===== src/design/tfs_pkg.sv =====
`timescale 1ns / 1ps

package tfs_pkg;

    localparam int FRAME_LEN = 8;
    localparam int IDX_W     = $clog2(FRAME_LEN);
    localparam logic [IDX_W-1:0] LAST_IDX = IDX_W'(FRAME_LEN - 1);

    localparam logic [7:0] TYPE_DATA  = 8'h10;
    localparam logic [7:0] TYPE_EMPTY = 8'h00;
    localparam logic [7:0] CHECK_BASE = 8'hFF;

    localparam int CFG_IDX_W = 2;
    localparam logic [CFG_IDX_W-1:0] REG_START_CODE  = 2'd0;
    localparam logic [CFG_IDX_W-1:0] REG_ESCAPE_CODE = 2'd1;
    localparam logic [CFG_IDX_W-1:0] REG_ESCAPE_MASK = 2'd2;

    localparam logic [7:0] RST_START_CODE  = 8'd126;
    localparam logic [7:0] RST_ESCAPE_CODE = 8'd125;
    localparam logic [7:0] RST_ESCAPE_MASK = 8'd32;

    localparam int QDEPTH = 2;
    localparam int QPTR_W = $clog2(QDEPTH);
    localparam int QCNT_W = $clog2(QDEPTH + 1);

    typedef struct packed {
        logic [15:0] sensor_id;
        logic [31:0] data_value;
        logic        empty_frame;
    } in_item_t;

    typedef struct packed {
        logic [7:0] line_byte;
        logic       frame_end;
    } out_item_t;

    typedef struct packed {
        logic [7:0] start_code;
        logic [7:0] escape_code;
        logic [7:0] escape_mask;
    } cfg_t;

    // one frame ready to go on the line: bytes already masked where escaped
    typedef struct packed {
        logic [FRAME_LEN-1:0][7:0] bytes;
        logic [FRAME_LEN-1:0]      esc;
    } frame_t;

endpackage


===== src/design/tfs_front.sv =====
`timescale 1ns / 1ps

module tfs_front (
    input  logic              aclk,
    input  logic              aresetn,
    input  tfs_pkg::cfg_t     cfg,
    input  logic              s_valid,
    output logic              s_ready,
    input  tfs_pkg::in_item_t s_data,
    output logic              q_valid,
    input  logic              q_ready,
    output tfs_pkg::frame_t   q_data
);
    import tfs_pkg::*;

    in_item_t raw_reg;
    logic     raw_valid_reg;
    logic     raw_valid_next;

    logic [FRAME_LEN-1:0][7:0] plain;
    logic [31:0]               val;
    logic [10:0]               total;
    logic [8:0]                fold1;
    logic [7:0]                fold2;

    assign s_ready = !raw_valid_reg || q_ready;
    assign q_valid = raw_valid_reg;

    always_comb begin
        raw_valid_next = raw_valid_reg;
        if (q_ready) begin
            raw_valid_next = 1'b0;
        end
        if (s_valid && s_ready) begin
            raw_valid_next = 1'b1;
        end
    end

    always_ff @(posedge aclk) begin
        if (!aresetn) begin
            raw_valid_reg <= 1'b0;
        end else begin
            raw_valid_reg <= raw_valid_next;
        end
        if (s_valid && s_ready) begin
            raw_reg <= s_data;
        end
    end

    always_comb begin
        val      = raw_reg.empty_frame ? 32'd0 : raw_reg.data_value;
        plain[0] = raw_reg.empty_frame ? TYPE_EMPTY : TYPE_DATA;
        plain[1] = raw_reg.sensor_id[7:0];
        plain[2] = raw_reg.sensor_id[15:8];
        plain[3] = val[7:0];
        plain[4] = val[15:8];
        plain[5] = val[23:16];
        plain[6] = val[31:24];
        // end-around carry sum: fold the carries back twice
        total = 11'(plain[0]) + 11'(plain[1]) + 11'(plain[2]) + 11'(plain[3])
              + 11'(plain[4]) + 11'(plain[5]) + 11'(plain[6]);
        fold1 = 9'(total[7:0]) + 9'(total[10:8]);
        fold2 = fold1[7:0] + 8'(fold1[8]);
        plain[FRAME_LEN-1] = CHECK_BASE - fold2;
    end

    always_comb begin
        for (int i = 0; i < FRAME_LEN; i++) begin
            q_data.esc[i]   = (plain[i] == cfg.start_code) || (plain[i] == cfg.escape_code);
            q_data.bytes[i] = q_data.esc[i] ? (plain[i] & ~cfg.escape_mask) : plain[i];
        end
    end

endmodule


===== src/design/tfs_queue.sv =====
`timescale 1ns / 1ps

module tfs_queue (
    input  logic            aclk,
    input  logic            aresetn,
    input  logic            push_valid,
    output logic            push_ready,
    input  tfs_pkg::frame_t push_data,
    output logic            pop_valid,
    input  logic            pop_ready,
    output tfs_pkg::frame_t pop_data
);
    import tfs_pkg::*;

    frame_t              slot_reg [QDEPTH];
    logic [QPTR_W-1:0]   wr_ptr_reg;
    logic [QPTR_W-1:0]   rd_ptr_reg;
    logic [QCNT_W-1:0]   count_reg;
    logic [QCNT_W-1:0]   count_next;
    logic                do_push;
    logic                do_pop;

    assign push_ready = (count_reg != QCNT_W'(QDEPTH));
    assign pop_valid  = (count_reg != '0);
    assign pop_data   = slot_reg[rd_ptr_reg];
    assign do_push    = push_valid && push_ready;
    assign do_pop     = pop_valid && pop_ready;

    always_comb begin
        count_next = count_reg;
        if (do_push && !do_pop) begin
            count_next = count_reg + 1'b1;
        end else if (do_pop && !do_push) begin
            count_next = count_reg - 1'b1;
        end
    end

    always_ff @(posedge aclk) begin
        if (!aresetn) begin
            wr_ptr_reg <= '0;
            rd_ptr_reg <= '0;
            count_reg  <= '0;
        end else begin
            count_reg <= count_next;
            if (do_push) begin
                wr_ptr_reg <= (wr_ptr_reg == QPTR_W'(QDEPTH - 1)) ? '0 : wr_ptr_reg + 1'b1;
            end
            if (do_pop) begin
                rd_ptr_reg <= (rd_ptr_reg == QPTR_W'(QDEPTH - 1)) ? '0 : rd_ptr_reg + 1'b1;
            end
        end
        if (do_push) begin
            slot_reg[wr_ptr_reg] <= push_data;
        end
    end

endmodule


===== src/design/tfs_back.sv =====
`timescale 1ns / 1ps

module tfs_back (
    input  logic               aclk,
    input  logic               aresetn,
    input  tfs_pkg::cfg_t      cfg,
    input  logic               q_valid,
    output logic               q_ready,
    input  tfs_pkg::frame_t    q_data,
    output logic               m_valid,
    input  logic               m_ready,
    output tfs_pkg::out_item_t m_data
);
    import tfs_pkg::*;

    logic [IDX_W-1:0] idx_reg;
    logic [IDX_W-1:0] idx_next;
    logic             pre_reg;   // escape prefix already sent for this byte
    logic             pre_next;
    logic             m_valid_reg;
    logic             m_valid_next;
    out_item_t        m_data_reg;
    out_item_t        m_data_next;

    logic load;
    logic adv;
    logic send_prefix;

    assign m_valid     = m_valid_reg;
    assign m_data      = m_data_reg;
    assign load        = !m_valid_reg || m_ready;
    assign adv         = load && q_valid;
    assign send_prefix = q_data.esc[idx_reg] && !pre_reg;
    assign q_ready     = adv && !send_prefix && (idx_reg == LAST_IDX);

    always_comb begin
        idx_next     = idx_reg;
        pre_next     = pre_reg;
        m_valid_next = m_valid_reg;
        m_data_next  = m_data_reg;
        if (load) begin
            m_valid_next = q_valid;
        end
        if (adv) begin
            if (send_prefix) begin
                m_data_next.line_byte = cfg.escape_code;
                m_data_next.frame_end = 1'b0;
                pre_next              = 1'b1;
            end else begin
                m_data_next.line_byte = q_data.bytes[idx_reg];
                m_data_next.frame_end = (idx_reg == LAST_IDX);
                pre_next              = 1'b0;
                idx_next              = (idx_reg == LAST_IDX) ? '0 : idx_reg + 1'b1;
            end
        end
    end

    always_ff @(posedge aclk) begin
        if (!aresetn) begin
            idx_reg     <= '0;
            pre_reg     <= 1'b0;
            m_valid_reg <= 1'b0;
        end else begin
            idx_reg     <= idx_next;
            pre_reg     <= pre_next;
            m_valid_reg <= m_valid_next;
        end
        m_data_reg <= m_data_next;
    end

endmodule


===== src/design/telemetry_frame_serializer_core.sv =====
`timescale 1ns / 1ps
// A report goes through the front register, a queue slot and the output byte register.
// Throughput: one line byte per cycle while m_ready holds, set by the serializer's single
// output byte register; a report is 8 to 16 line bytes (8 plus one per escaped byte).
// Reports are accepted back to back while a 2-frame queue has room.
// Reset (aresetn low, synchronous): queue and serializer empty, codes back to 126/125/32.
module telemetry_frame_serializer_core (
    input  logic                              aclk,
    input  logic                              aresetn,
    input  logic                              cfg_valid,
    output logic                              cfg_ready,
    input  logic [tfs_pkg::CFG_IDX_W-1:0]     cfg_index,
    input  logic [7:0]                        cfg_data,
    input  logic                              s_valid,
    output logic                              s_ready,
    input  tfs_pkg::in_item_t                 s_data,
    output logic                              m_valid,
    input  logic                              m_ready,
    output tfs_pkg::out_item_t                m_data
);
    import tfs_pkg::*;

    cfg_t   cfg_reg;
    cfg_t   cfg_next;
    logic   fq_valid;
    logic   fq_ready;
    frame_t fq_data;
    logic   qb_valid;
    logic   qb_ready;
    frame_t qb_data;

    assign cfg_ready = 1'b1;

    always_comb begin
        cfg_next = cfg_reg;
        if (cfg_valid && cfg_ready) begin
            case (cfg_index)
                REG_START_CODE:  cfg_next.start_code  = cfg_data;
                REG_ESCAPE_CODE: cfg_next.escape_code = cfg_data;
                REG_ESCAPE_MASK: cfg_next.escape_mask = cfg_data;
                default:         cfg_next = cfg_reg;
            endcase
        end
    end

    always_ff @(posedge aclk) begin
        if (!aresetn) begin
            cfg_reg.start_code  <= RST_START_CODE;
            cfg_reg.escape_code <= RST_ESCAPE_CODE;
            cfg_reg.escape_mask <= RST_ESCAPE_MASK;
        end else begin
            cfg_reg <= cfg_next;
        end
    end

    tfs_front u_front (
        .aclk    (aclk),
        .aresetn (aresetn),
        .cfg     (cfg_reg),
        .s_valid (s_valid),
        .s_ready (s_ready),
        .s_data  (s_data),
        .q_valid (fq_valid),
        .q_ready (fq_ready),
        .q_data  (fq_data)
    );

    tfs_queue u_queue (
        .aclk       (aclk),
        .aresetn    (aresetn),
        .push_valid (fq_valid),
        .push_ready (fq_ready),
        .push_data  (fq_data),
        .pop_valid  (qb_valid),
        .pop_ready  (qb_ready),
        .pop_data   (qb_data)
    );

    tfs_back u_back (
        .aclk    (aclk),
        .aresetn (aresetn),
        .cfg     (cfg_reg),
        .q_valid (qb_valid),
        .q_ready (qb_ready),
        .q_data  (qb_data),
        .m_valid (m_valid),
        .m_ready (m_ready),
        .m_data  (m_data)
    );

endmodule


===== config.mk =====
export PLATFORM = sky130hd
export DESIGN_NAME = telemetry_frame_serializer_core
export DESIGN_NICKNAME = d
export VERILOG_FILES = /design/src/design/tfs_pkg.sv /design/src/design/tfs_front.sv /design/src/design/tfs_queue.sv /design/src/design/tfs_back.sv /design/src/design/telemetry_frame_serializer_core.sv
export SDC_FILE = /design/constraint.sdc
export NUM_CORES = 1
export LEC_CHECK = 0
export BUFFER_PORTS_ARGS = -buffer_cell sky130_fd_sc_hd__clkbuf_2
export CAP_MARGIN = 5
export CORE_ASPECT_RATIO = 0.7
export CORE_MARGIN = 5
export CORE_UTILIZATION = 50
export CTS_CLUSTER_SIZE = 30
export DETAILED_ROUTE_END_ITERATION = 12
export HOLD_SLACK_MARGIN = 0.03
export PLACE_DENSITY = 0.7
export SYNTH_ARGS = -nofsm -noshare
export SYNTH_HDL_FRONTEND = slang
export SYNTH_SLANG_ARGS = --single-unit

===== constraint.sdc =====
create_clock -name aclk -period 7.71 [get_ports aclk]
set_input_delay 2.313 -clock aclk [delete_from_list [all_inputs] [get_ports aclk]]
set_output_delay 2.313 -clock aclk [all_outputs]
set_load 0.005 [all_outputs]

==> flow_summary.json <==
{
  "ys_seq_area_share_pct": 51.2,
  "largest_reg_flops": 130,
  "drc": 0,
  "synth-warning-count": 0,
  "die-area_um2": 28100,
  "drt-pass1-iter-count": 5,
  "critPathMaxFanout": 42,
  "synthAdderAreaFrac_pct": 7.11,
  "tightest_slew_ps": 1300,
  "postLayoutSetupSlackWorst_ps": 347,
  "syn_inst": 1014,
  "hpwl_um": 24600,
  "synth-seq-cells": 223,
  "worstSkewPairLatency_ps": 540,
  "hold_viol_final": 0,
  "core_region_area_um2": 24500,
  "p_switching_w": 0.00144,
  "grt_use_met2_pct": 35.0,
  "syn_area_um2": 12400,
  "critPathBufInv": 3,
  "antenna_cells": 0,
  "slew-limit-headroom_pct": 13.6,
  "cts_tree": "done",
  "ctsLongestPathBuffers": 3,
  "cts_made_buffers": 22,
  "grt_pass1_wl_um": 50700,
  "drtAntennaViolNets": 0,
  "dp_slack_ps": 134,
  "internal_power_w": 0.00277,
  "rrSetupSlack_ps": 350,
  "top_usage_layer": "met1",
  "rows": 48,
  "synth.avg_cell_area_um2": 12.2,
  "drtIter0Drc": 1051,
  "grt_max_degree": 67,
  "grt_use_total_pct": 24.2,
  "synth_compound_area_share_pct": 10.8,
  "area_growth_pct": 12.4,
  "synth-xor-area-share_pct": 7.91,
  "layout_min_cycle_time_ps": 7360,
  "viasPerCell": 6.10,
  "port_buffers": 74,
  "p_seq_share_pct": 36.5,
  "finalWeightedCongestion": 0.951,
  "p_comb_share_pct": 38.3,
  "fmax_mhz": 136,
  "die_w_um": 198,
  "fin_nets": 1192,
  "critPathKind": "register to register",
  "cts.sinks": 223,
  "ios": 76,
  "cp_top_family": "adder cells",
  "ys.flop_type": "edfxtp_1",
  "pwr-share-clk_pct": 25.2,
  "startpoint_type": "register",
  "final_cell_mix": "188 x edfxtp_1, 86 x xnor2_1, 74 x clkbuf_2",
  "synthMuxAreaShare_pct": 8.11,
  "start_util_pct": 50.6,
  "synth_nets": 1131,
  "synth_top_family_by_area": "simple AND/OR/NAND/NOR gates",
  "slew_viol_final": 0,
  "die_h_um": 142,
  "worstSetupEndpointType": "register",
  "met3_usage_pct": 6.65,
  "vias": 8635,
  "wire_per_inst_um": 24.0,
  "peakVddDrop_mv": 0.202,
  "final.setup_skew_ps": 25.0,
  "synth_edf_count": 188,
  "cp.arrival_ps": 7610,
  "status": "completed",
  "crit_required_ps": 7960,
  "synthSimpleGateAreaFrac_pct": 10.9,
  "power-per-cell-area_nw_per_um2": 302,
  "critPathSlowestCell": "fa_1",
  "switching_share_pct": 34.2,
  "cpPeakStageDelay_ps": 530,
  "drive_gt1_share_pct": 19.2,
  "setup_viol": 0,
  "cts_max_level": 1,
  "cts.clk_slew.worst_paths_ps": 60,
  "hp-class": "register to register",
  "fin_tns_setup_ps": 0,
  "p_leak_nw": 5.09,
  "maxCapViolCount": 0,
  "grt_overflow": 0,
  "cts_root_buf": "clkbuf_16",
  "use_met1_pct": 36.4,
  "rsz0062_at_grt": "false",
  "antenna_found_initial": 2,
  "holdWs_ps": 554,
  "synth.distinct_cells": 66,
  "drt_wl_total_um": 34000,
  "async_reset_ff_share_pct": 0,
  "holdBufCountCts": 0,
  "grt_pass1_vias": 8238,
  "layout_commonest_cell": "edfxtp_1",
  "final.period_utilization_pct": 95.5
}
per-stage QoR:
step	area (µm²)	util, %	std cells	power [W]
final	13900	56.8	1416	0.00421
after global routing	13900	56.8	1416	0.00443
after CTS	13900	56.6	1414	0.00418
after detailed placement	13200	53.7	1374	0.00311
after global placement	13200	53.7	1374	0.00309
after floorplan	12400	-	1014	0.00271
final cells by class:
| type | count | area [µm²] |
|---|---|---|
| tap | 325 | 407 |
| multi-input combinational | 664 | 5610 |
| fill | 2017 | 10600 |
| timing repair buffer | 109 | 646 |
| clock buffer | 26 | 576 |
| clock inverter | 14 | 133 |
| inverter | 55 | 206 |
| sequential | 223 | 6350 |
worst register-to-register path: cells and delay by family (launching register included):
family,cells,cell delay (ps)
compound gates,9,1630
simple gates,6,1570
xor+xnor,2,320
buf+inv,3,310
fa+ha+maj,7,2790
flops,1,470
per-layer routing:
| metal | wire [µm] | up-vias |
|---|---|---|
| met2 | 14300 | 452 |
| met3 | 3550 | 60 |
| li1 | - | 3868 |
| met1 | 15200 | 4251 |
| met5 | 74 | - |
| met4 | 923 | 4 |
power by group through the flow:
stage | Clock [W] | Sequential [W] | Combinational, W
floorplan | 0 | 0.00152 | 0.00119
global placement | 0 | 0.00156 | 0.00153
detailed placement | 0 | 0.00156 | 0.00155
CTS | 0.00108 | 0.00154 | 0.00156
global route | 0.00113 | 0.00154 | 0.00176
finish | 0.00106 | 0.00154 | 0.00161
synth_stat cells, types with 23 or more instances:
library cell	instances	area (µm²)
a31oi_1	23	144
xnor2_1	86	753
nor2b_1	28	175
o32ai_1	24	210
mux4_2	31	698
a21boi_0	40	300
ha_1	24	300
edfxtp_1	188	5650
fa_1	29	581
dfxtp_1	35	701
nand2_1	67	251
a21oi_1	38	190
nor2_1	59	221
inv_1	55	206
clkbuf_1	54	203
logic make-up (layout without fill, tap and decap cells):
family	count (synthesis)	after routing
DFF	223	223
other	1	1
and+or+nand+nor	257	257
buffers and inverters	127	204
adders and majority gates	53	53
muxes	60	60
xor gates and xnor gates	103	103
AOI/OAI and AO/OA	190	190
path summary, 6_finish.rpt:
path	startpoint	endpoint	depth (start not counted)
hold reg to reg	u_queue.count_reg[1]	u_queue.count_reg[1]	2
setup reg to reg	u_front.raw_reg[0]	u_queue.slot_reg[1][64]	27
setup / recovery	u_front.raw_reg[0]	u_queue.slot_reg[1][64]	27
hold / removal	u_queue.count_reg[1]	u_queue.count_reg[1]	2
repair_timing:
item	in CTS	in global routing
setup endpoints to repair	0	18
setup buffers	0	2
resized for setup	0	12
Note: power is estimated with default switching activity, not from simulation.
